--- config.mk ---
export PLATFORM = sky130hd
export DESIGN_NAME = current_average_and_calibrate_top_flat
export DESIGN_NICKNAME = d
export VERILOG_FILES = /design/src/sv/cac_pkg.sv /design/src/sv/cac_if.sv /design/src/sv/cac_fifo.sv /design/src/sv/cac_front.sv /design/src/sv/cac_back.sv /design/src/sv/current_average_and_calibrate_top.sv /design/src/flat_wrapper.sv
export SDC_FILE = /design/constraint.sdc
export NUM_CORES = 1
export LEC_CHECK = 0
export BUFFER_PORTS_ARGS = -buffer_cell sky130_fd_sc_hd__buf_4
export CAP_MARGIN = 25
export CORE_ASPECT_RATIO = 1.1
export CORE_MARGIN = 3
export CORE_UTILIZATION = 39
export CTS_CLUSTER_DIAMETER = 30
export DETAILED_ROUTE_END_ITERATION = 16
export PLACE_DENSITY_LB_ADDON = 0.2
export SLEW_MARGIN = 20
export SYNTH_ARGS = -nofsm -noshare
export SYNTH_HDL_FRONTEND = slang
export SYNTH_SLANG_ARGS = --single-unit
--- constraint.sdc ---
create_clock -name i_clk -period 8.9 [get_ports i_clk]
set_clock_uncertainty 0.1 [all_clocks]
set_input_delay 0.445 -clock i_clk [delete_from_list [all_inputs] [get_ports i_clk]]
set_output_delay 0.445 -clock i_clk [all_outputs]
set_load 0.01 [all_outputs]
--- src/sv/cac_pkg.sv ---
`default_nettype none

package cac_pkg;

    // window and channel geometry
    localparam int WINDOW_LEN   = 20;
    localparam int NUM_CHANNELS = 4;
    localparam int CAL_POINTS   = 10;

    localparam int SAMP_W = 12;
    localparam int CH_W   = $clog2(NUM_CHANNELS);
    localparam int CNT_W  = $clog2(WINDOW_LEN);
    localparam int SUM_W  = SAMP_W + $clog2(WINDOW_LEN);
    localparam int MA_W   = 11;
    localparam int SEG_W  = $clog2(CAL_POINTS);

    // divide by twenty as a shift by two, then multiply by a reciprocal of five
    localparam int QTR_W     = SUM_W - 2;
    localparam int RECIP5    = 26215;
    localparam int RECIP_SH  = 17;
    localparam int AVG_PRD_W = 2 * QTR_W;

    // interpolation: dy * dx stays below dy * span, the quotient below dy
    localparam int NUM_W   = 17;
    localparam int QUO_W   = 8;
    localparam int QIDX_W  = $clog2(QUO_W);
    localparam int TRIAL_W = NUM_W + QUO_W;

    // calibration table, adc codes against milliamps
    localparam logic [SAMP_W-1:0] CAL_ADC [CAL_POINTS] = '{
        12'd0, 12'd615, 12'd806, 12'd1026, 12'd1755,
        12'd2236, 12'd2377, 12'd2440, 12'd2508, 12'd2557
    };
    localparam logic [MA_W-1:0] CAL_MA [CAL_POINTS] = '{
        11'd0, 11'd180, 11'd220, 11'd250, 11'd410,
        11'd640, 11'd850, 11'd1000, 11'd1210, 11'd1410
    };

    typedef logic [NUM_CHANNELS-1:0][SUM_W-1:0] t_sums;

    typedef struct packed {
        logic [SAMP_W-1:0] sample_ch0;
        logic [SAMP_W-1:0] sample_ch1;
        logic [SAMP_W-1:0] sample_ch2;
        logic [SAMP_W-1:0] sample_ch3;
    } t_samp;

    typedef struct packed {
        logic [CH_W-1:0]   channel;
        logic [SAMP_W-1:0] average;
        logic [MA_W-1:0]   milliamps;
        logic              last;
    } t_res;

    // front part to queue
    typedef struct packed {
        logic  push;
        t_sums sums;
    } t_q_wr;

    // queue to back part
    typedef struct packed {
        logic  full;
        logic  valid;
        t_sums sums;
    } t_q_rd;

endpackage

`default_nettype wire

--- src/sv/cac_if.sv ---
`default_nettype none

interface cac_samp_if import cac_pkg::*; ();
    logic  valid;
    logic  ready;
    t_samp data;

    modport source (output valid, output data, input ready);
    modport sink (input valid, input data, output ready);
endinterface

interface cac_res_if import cac_pkg::*; ();
    logic valid;
    logic ready;
    t_res data;

    modport source (output valid, output data, input ready);
    modport sink (input valid, input data, output ready);
endinterface

`default_nettype wire

--- src/sv/cac_fifo.sv ---
`default_nettype none

module cac_fifo import cac_pkg::*; (
    input  wire logic  i_clk,
    input  wire logic  i_rst_n,
    input  wire t_q_wr i_wr,
    input  wire logic  i_pop,
    output t_q_rd      o_rd
);

    localparam int DEPTH = 2;
    localparam int PTR_W = $clog2(DEPTH);

    t_sums            r_mem [DEPTH];
    logic [PTR_W-1:0] r_wp, n_wp;
    logic [PTR_W-1:0] r_rp, n_rp;
    logic [PTR_W:0]   r_cnt, n_cnt;
    logic             do_push;
    logic             do_pop;

    // status toward both sides
    assign o_rd.full  = (r_cnt == (PTR_W+1)'(DEPTH));
    assign o_rd.valid = (r_cnt != '0);
    assign o_rd.sums  = r_mem[r_rp];

    assign do_push = i_wr.push && !o_rd.full;
    assign do_pop  = i_pop && o_rd.valid;

    // pointer and fill count update
    always_comb begin
        n_wp  = do_push ? r_wp + PTR_W'(1) : r_wp;
        n_rp  = do_pop ? r_rp + PTR_W'(1) : r_rp;
        n_cnt = r_cnt;
        if (do_push && !do_pop) begin
            n_cnt = r_cnt + (PTR_W+1)'(1);
        end else if (do_pop && !do_push) begin
            n_cnt = r_cnt - (PTR_W+1)'(1);
        end
    end

    always_ff @(posedge i_clk) begin
        if (!i_rst_n) begin
            r_wp  <= '0;
            r_rp  <= '0;
            r_cnt <= '0;
        end else begin
            r_wp  <= n_wp;
            r_rp  <= n_rp;
            r_cnt <= n_cnt;
        end
    end

    // entry storage
    always_ff @(posedge i_clk) begin
        if (do_push) begin
            r_mem[r_wp] <= i_wr.sums;
        end
    end

endmodule

`default_nettype wire

--- src/sv/cac_front.sv ---
`default_nettype none

module cac_front import cac_pkg::*; (
    input  wire logic  i_clk,
    input  wire logic  i_rst_n,
    cac_samp_if.sink   i_samp,
    input  wire t_q_rd i_q,
    output t_q_wr      o_wr
);

    t_sums                    r_sums;
    t_sums                    n_sums;
    t_sums                    sums_add;
    logic [CNT_W-1:0]         r_cnt, n_cnt;
    logic [SAMP_W-1:0]        samp [NUM_CHANNELS];
    logic                     last_round;
    logic                     accept;

    assign samp[0] = i_samp.data.sample_ch0;
    assign samp[1] = i_samp.data.sample_ch1;
    assign samp[2] = i_samp.data.sample_ch2;
    assign samp[3] = i_samp.data.sample_ch3;

    assign last_round   = (r_cnt == CNT_W'(WINDOW_LEN - 1));
    // stall only when a finished window has no queue entry to go to
    assign i_samp.ready = !last_round || !i_q.full;
    assign accept       = i_samp.valid && i_samp.ready;

    // per-channel accumulate, one adder per lane
    always_comb begin
        for (int c = 0; c < NUM_CHANNELS; c++) begin
            sums_add[c] = r_sums[c] + SUM_W'(samp[c]);
        end
    end

    assign o_wr.sums = sums_add;
    assign o_wr.push = accept && last_round;

    // round count and sums, cleared at the end of a window
    always_comb begin
        n_sums = r_sums;
        n_cnt  = r_cnt;
        if (accept) begin
            if (last_round) begin
                n_sums = '0;
                n_cnt  = '0;
            end else begin
                n_sums = sums_add;
                n_cnt  = r_cnt + CNT_W'(1);
            end
        end
    end

    always_ff @(posedge i_clk) begin
        if (!i_rst_n) begin
            r_sums <= '0;
            r_cnt  <= '0;
        end else begin
            r_sums <= n_sums;
            r_cnt  <= n_cnt;
        end
    end

endmodule

`default_nettype wire

--- src/sv/cac_back.sv ---
`default_nettype none

module cac_back import cac_pkg::*; (
    input  wire logic  i_clk,
    input  wire logic  i_rst_n,
    input  wire t_q_rd i_q,
    output logic       o_pop,
    cac_res_if.source  o_res
);

    typedef enum logic [5:0] {
        S_IDLE = 6'b000001,
        S_AVG  = 6'b000010,
        S_SEG  = 6'b000100,
        S_MUL  = 6'b001000,
        S_DIV  = 6'b010000,
        S_OUT  = 6'b100000
    } t_state;

    t_state              r_state, n_state;
    t_sums               r_sums;
    logic [CH_W-1:0]     r_ch;
    logic [SAMP_W-1:0]   r_avg;
    logic                r_lo;
    logic                r_hi;
    logic [SEG_W-1:0]    r_seg;
    logic [SAMP_W-1:0]   r_dx;
    logic [NUM_W-1:0]    r_num;
    logic [SAMP_W-1:0]   r_span;
    logic [MA_W-1:0]     r_y1;
    logic [QUO_W-1:0]    r_quo;
    logic [QIDX_W-1:0]   r_qidx;
    t_res                r_res;
    logic                r_res_vld;

    logic [QTR_W-1:0]     qtr;
    logic [AVG_PRD_W-1:0] avg_prd;
    logic [SEG_W-1:0]     seg;
    logic [MA_W-1:0]      dy;
    logic [SAMP_W-1:0]    span;
    logic [NUM_W+SAMP_W-1:0] prd;
    logic [TRIAL_W-1:0]   trial;
    logic                 fits;
    logic                 out_free;
    logic [MA_W-1:0]      ma;

    assign o_pop       = (r_state == S_IDLE) && i_q.valid;
    assign o_res.valid = r_res_vld;
    assign o_res.data  = r_res;
    assign out_free    = !r_res_vld || o_res.ready;

    // sum / 20 as (sum >> 2) * reciprocal of five
    assign qtr     = r_sums[r_ch][SUM_W-1:2];
    assign avg_prd = AVG_PRD_W'(qtr) * AVG_PRD_W'(RECIP5);

    // segment index: number of inner breakpoints at or below the average
    always_comb begin
        seg = '0;
        for (int i = 1; i < CAL_POINTS - 1; i++) begin
            if (r_avg >= CAL_ADC[i]) begin
                seg = seg + SEG_W'(1);
            end
        end
    end

    // slope numerator over the bracketing segment
    assign dy   = CAL_MA[r_seg + SEG_W'(1)] - CAL_MA[r_seg];
    assign span = CAL_ADC[r_seg + SEG_W'(1)] - CAL_ADC[r_seg];
    assign prd  = (NUM_W+SAMP_W)'(dy) * (NUM_W+SAMP_W)'(r_dx);

    // one restoring divide step a cycle, quotient msb first
    assign trial = TRIAL_W'(r_span) << r_qidx;
    assign fits  = TRIAL_W'(r_num) >= trial;

    // clamp at both table ends
    always_comb begin
        if (r_lo) begin
            ma = CAL_MA[0];
        end else if (r_hi) begin
            ma = CAL_MA[CAL_POINTS-1];
        end else begin
            ma = r_y1 + MA_W'(r_quo);
        end
    end

    // sequencer
    always_comb begin
        n_state = r_state;
        case (r_state)
            S_IDLE: if (i_q.valid) n_state = S_AVG;
            S_AVG:  n_state = S_SEG;
            S_SEG:  n_state = S_MUL;
            S_MUL:  n_state = S_DIV;
            S_DIV:  if (r_qidx == '0) n_state = S_OUT;
            S_OUT: begin
                if (out_free) begin
                    n_state = (r_ch == CH_W'(NUM_CHANNELS - 1)) ? S_IDLE : S_AVG;
                end
            end
            default: n_state = S_IDLE;
        endcase
    end

    always_ff @(posedge i_clk) begin
        if (!i_rst_n) begin
            r_state   <= S_IDLE;
            r_res_vld <= 1'b0;
        end else begin
            r_state <= n_state;
            if (r_state == S_OUT && out_free) begin
                r_res_vld <= 1'b1;
            end else if (o_res.ready) begin
                r_res_vld <= 1'b0;
            end
        end
    end

    // datapath registers
    always_ff @(posedge i_clk) begin
        case (r_state)
            S_IDLE: begin
                r_sums <= i_q.sums;
                r_ch   <= '0;
            end
            S_AVG: begin
                r_avg <= avg_prd[RECIP_SH +: SAMP_W];
            end
            S_SEG: begin
                r_lo  <= (r_avg <= CAL_ADC[0]);
                r_hi  <= (r_avg >= CAL_ADC[CAL_POINTS-1]);
                r_seg <= seg;
                r_dx  <= r_avg - CAL_ADC[seg];
            end
            S_MUL: begin
                r_num  <= prd[NUM_W-1:0];
                r_span <= span;
                r_y1   <= CAL_MA[r_seg];
                r_quo  <= '0;
                r_qidx <= QIDX_W'(QUO_W - 1);
            end
            S_DIV: begin
                if (fits) begin
                    r_num <= r_num - NUM_W'(trial);
                end
                r_quo[r_qidx] <= fits;
                r_qidx        <= r_qidx - QIDX_W'(1);
            end
            S_OUT: begin
                if (out_free) begin
                    r_res.channel   <= r_ch;
                    r_res.average   <= r_avg;
                    r_res.milliamps <= ma;
                    r_res.last      <= (r_ch == CH_W'(NUM_CHANNELS - 1));
                    r_ch            <= r_ch + CH_W'(1);
                end
            end
            default: begin
                r_ch <= r_ch;
            end
        endcase
    end

endmodule

`default_nettype wire

--- src/sv/current_average_and_calibrate_top.sv ---
`default_nettype none

// Four-channel current averager: each transaction on i_samp carries one 12-bit
// sample per channel and is summed into that channel's window. Every twentieth
// transaction closes a window, and four results follow on o_res in channel
// order (last set on channel 3), each with the truncated window average and a
// milliamp value interpolated from the calibration table and clamped to
// 0..1410. Within a window a round is taken every cycle. Closed windows wait
// in a two-entry queue; the back part works through one result at a time
// (reciprocal multiply, segment lookup, slope multiply, an eight-step divide,
// output load), and once the queue is full the closing round of the next
// window waits for space.

module current_average_and_calibrate_top import cac_pkg::*; (
    input  wire logic i_clk,
    input  wire logic i_rst_n,
    cac_samp_if.sink  i_samp,
    cac_res_if.source o_res
);

    t_q_wr q_wr;
    t_q_rd q_rd;
    logic  q_pop;

    // accumulate rounds, close windows
    cac_front u_front (
        .i_clk   (i_clk),
        .i_rst_n (i_rst_n),
        .i_samp  (i_samp),
        .i_q     (q_rd),
        .o_wr    (q_wr)
    );

    // closed windows waiting for calibration
    cac_fifo u_fifo (
        .i_clk   (i_clk),
        .i_rst_n (i_rst_n),
        .i_wr    (q_wr),
        .i_pop   (q_pop),
        .o_rd    (q_rd)
    );

    // average and calibrate one channel at a time
    cac_back u_back (
        .i_clk   (i_clk),
        .i_rst_n (i_rst_n),
        .i_q     (q_rd),
        .o_pop   (q_pop),
        .o_res   (o_res)
    );

endmodule

`default_nettype wire
--- src/flat_wrapper.sv ---
// flat-port wrapper written by rule: the top's interface ports become plain ports
module current_average_and_calibrate_top_flat import cac_pkg::*;
  (i_clk, i_rst_n, i_samp_valid, i_samp_data, i_samp_ready, o_res_valid, o_res_data, o_res_ready);
  cac_samp_if i_samp_i ();
  cac_res_if o_res_i ();
  input  wire logic i_clk;
  input  wire logic i_rst_n;
  input wire logic [$bits(i_samp_i.valid)-1:0] i_samp_valid;
  input wire logic [$bits(i_samp_i.data)-1:0] i_samp_data;
  output wire logic [$bits(i_samp_i.ready)-1:0] i_samp_ready;
  output wire logic [$bits(o_res_i.valid)-1:0] o_res_valid;
  output wire logic [$bits(o_res_i.data)-1:0] o_res_data;
  input wire logic [$bits(o_res_i.ready)-1:0] o_res_ready;
  assign i_samp_i.valid = i_samp_valid;
  assign i_samp_i.data = i_samp_data;
  assign i_samp_ready = i_samp_i.ready;
  assign o_res_valid = o_res_i.valid;
  assign o_res_data = o_res_i.data;
  assign o_res_i.ready = o_res_ready;
  current_average_and_calibrate_top u_core (.i_clk(i_clk), .i_rst_n(i_rst_n), .i_samp(i_samp_i), .o_res(o_res_i));
endmodule
==> results.toml <==
[cts]
worstSkewPairLatency_ns = 0.65
clk_pin_slew_ns = 0.05
tritoncts = "done"
h-tree-depth = 3
holdBufCountCts = 0
cts.sinks = 372
cts_made_buffers = 89
cts_max_path_buffers = 3
root_buffer = "clkbuf_16"

[sta]
tightestPinTransition_ns = 1.026
timing.slew.headroom = 0.3068
rsz0062_at_grt = "false"
setup_viol = 0
fin_crit_ns = 8.254
drv_slew = 0
fin_crit_sh = 0.9274
fin_tns_setup_ns = 0
max_freq_mhz = 121.2
hold_violations = 0

[cells_and_area]
nets = 3064
final_layout_size_suffix_gt1_frac = 0.1446
syn_to_final_growth_pct = 18.61
diodes = 0

[critical_path]
worstSetupEndpointType = "flop"
worst_ep_required_time_ns = 9.15
reg2reg_slack_ns = 0.65
cpMostUsedCell = "fa_1"
slowest_delay_ns = 0.60
crit_fanout = 12
path_delay_family = "adder cells"
crit_cells = 30
reg2reg_depth = 30
critical-path-slowest-cell = "edfxtp_1"
cp.arrival_ns = 8.51
start_kind = "flop"
path_buf_inv = 5
critPathKind = "flop to flop"

[yosys]
ys_seq_area_frac = 0.3826
synthFlopType = "edfxtp_1"
synth_seq_cells = 372
synth_area_um2 = 27000
synth-async-reset-ratio = 0
synth_top_area_share = 0.3203
synth_area_leaders = "edfxtp_1 (32%), ha_1 (13%), fa_1 (11%)"
synth_edf_count = 288
syn_nets = 2943
synth_warnings = 0
synthCells = 2453
syn_area_per_cell_um2 = 11.01
ys_types = 80
synth_commonest_cells = "edfxtp_1 (288), ha_1 (288), inv_1 (284)"
synth_top_cell_by_area = "edfxtp_1"

[route]
drtPass1Iterations = 5
drt_iter0_drc = 764
wl_per_cell_um = 17.73
vias = 18240
antenna_left = 0
drc_errors = 0
drt_wl_total_mm = 63.23
vias_per_cell = 5.112

[global_routing]
gr-total-overflow = 0
antenna_found_initial = 2
grtUsageTotal = 0.1785
grt_max_degree = 71
grt_pass1_vias = 19100
grt_first_pass_wirelength_mm = 102.4

[placed_design]
place_congestion = 0.8711
io_buffers = 79
dp_hpwl_mm = 48.00

[min_path]
min_path_type = "input port to flop"
holdPathStages = 4

[floorplan]
io_pins = 80
coreArea_um2 = 68070
chipWidth_um = 256.9
start_util = 0.3967
row_count = 100
die_area_um2 = 72430
die_h_um = 282.0

[job]
cap_violations = 0

[status]
status = "completed"
[metal layers]
metal / track usage / wire, µm / vias up / part of all wire
met5: 0 / 14 / - / 0.00022
met4: 0.08302 / 2538 / 2 / 0.040
met3: 0.02847 / 2236 / 145 / 0.035
met2: 0.3212 / 32250 / 343 / 0.51
met1: 0.2095 / 26190 / 8873 / 0.41
li1: - / - / 8873 / -
[timing repair]
action                                  4_1_cts  5_1_grt
gates resized for setup                       0        5
endpoints found under the setup margin        0        3
buffers inserted                              0        0
[sequential cells by signal, indices dropped and copies added, names as in the netlist, 2 cells and up]
signal                    count
u_core.u_back.r_quo           8
u_core.u_back.r_state         6
u_core.u_back.r_span         12
u_core.u_back.r_num          17
u_core.u_back.o_res.data     26
u_core.u_back.r_qidx          3
u_core.u_front.r_sums        68
u_core.u_back.r_dx           12
u_core.u_back.r_sums         60
u_core.u_back.r_y1           10
u_core.u_front.r_cnt          5
u_core.u_back.r_avg          12
u_core.u_fifo.r_mem         120
u_core.u_fifo.r_cnt           2
u_core.u_back.r_ch            2
u_core.u_back.r_seg           4
[final cells by class]
type | instances | area [µm²]
Timing Repair Buffer | 106 | 815.8
Sequential cell | 372 | 10330
Tap cell | 918 | 1149
Clock buffer | 100 | 2288
Multi-Input combinational cell | 1717 | 15370
Inverter | 288 | 1081
Fill cell | 6297 | 36040
Clock inverter | 66 | 996.0
[worst register-to-register path: cells and delay by family (launching register included)]
kind	cells	cell delay [ns]
and+or+nand+nor	3	0.53
AOI/OAI and AO/OA	10	1.92
adders and majority gates	10	4.12
buffers and inverters	5	0.29
xor gates and xnor gates	2	0.46
DFF	1	0.60
[final timing paths]
check | from | end
max | u_core.u_back.r_seg[1]$_DFFE_PN_ | u_core.u_back.r_num[16]$_DFFE_PP_
min | i_samp_data[12] | u_core.u_front.r_sums[34]$_SDFFE_PN0P_
max reg2reg | u_core.u_back.r_seg[1]$_DFFE_PN_ | u_core.u_back.r_num[16]$_DFFE_PP_
min reg2reg | u_core.u_front.r_sums[16]$_SDFFE_PN0P_ | u_core.u_front.r_sums[16]$_SDFFE_PN0P_
[per-stage QoR]
stage	hold slack, ns	instances	instance area, µm²	utilization	worst slack (ns)
floorplan	0.3244	2453	27000	-	0.8650
global placement	0.3792	3400	28670	0.4212	0.6119
detailed placement	0.3940	3401	28710	0.4217	0.4832
CTS	0.05459	3567	31990	0.4700	0.5128
global route	0.1054	3567	32030	0.4705	0.06865
finish	0.08368	3567	32030	0.4705	0.6459
[layout by cell type (no fill, tap or decap), types with 14 or more instances in the layout]
cell type,Yosys,final
o21a_1,19,19
nand2b_1,14,14
mux2i_1,16,16
bufinv_16,0,17
and2_1,63,63
mux2_2,63,63
a21o_1,45,45
nand2_1,155,154
clkbuf_16,0,89
o21ai_0,86,86
nor2b_1,96,95
a211oi_1,16,16
buf_4,0,105
nor2_1,128,127
nand3_1,27,27
mux4_2,20,20
fa_1,150,150
inv_1,284,283
a21oi_1,90,90
xor2_1,49,48
o21bai_1,22,22
edfxtp_1,288,288
a22oi_1,51,51
ha_1,288,288
xnor2_1,96,94
dfxtp_1,84,83
a21boi_0,15,15
nor3_1,30,29
[logic make-up (layout without fill, tap and decap cells)]
group	Yosys count	after routing	synth area share
AO/OA/AOI/OAI	433	433	0.1076
XOR/XNOR	153	153	0.05296
adder cells (fa/ha/maj)	438	438	0.2447
buffers and inverters	364	560	0.05092
flip-flops	372	372	0.3826
multiplexers	100	100	0.04944
AND/OR/NAND/NOR	593	593	0.1119
Power is left out: the tool's default activity adds up to more than one toggle a clock period on the data nets, which glitch-free logic cannot reach.
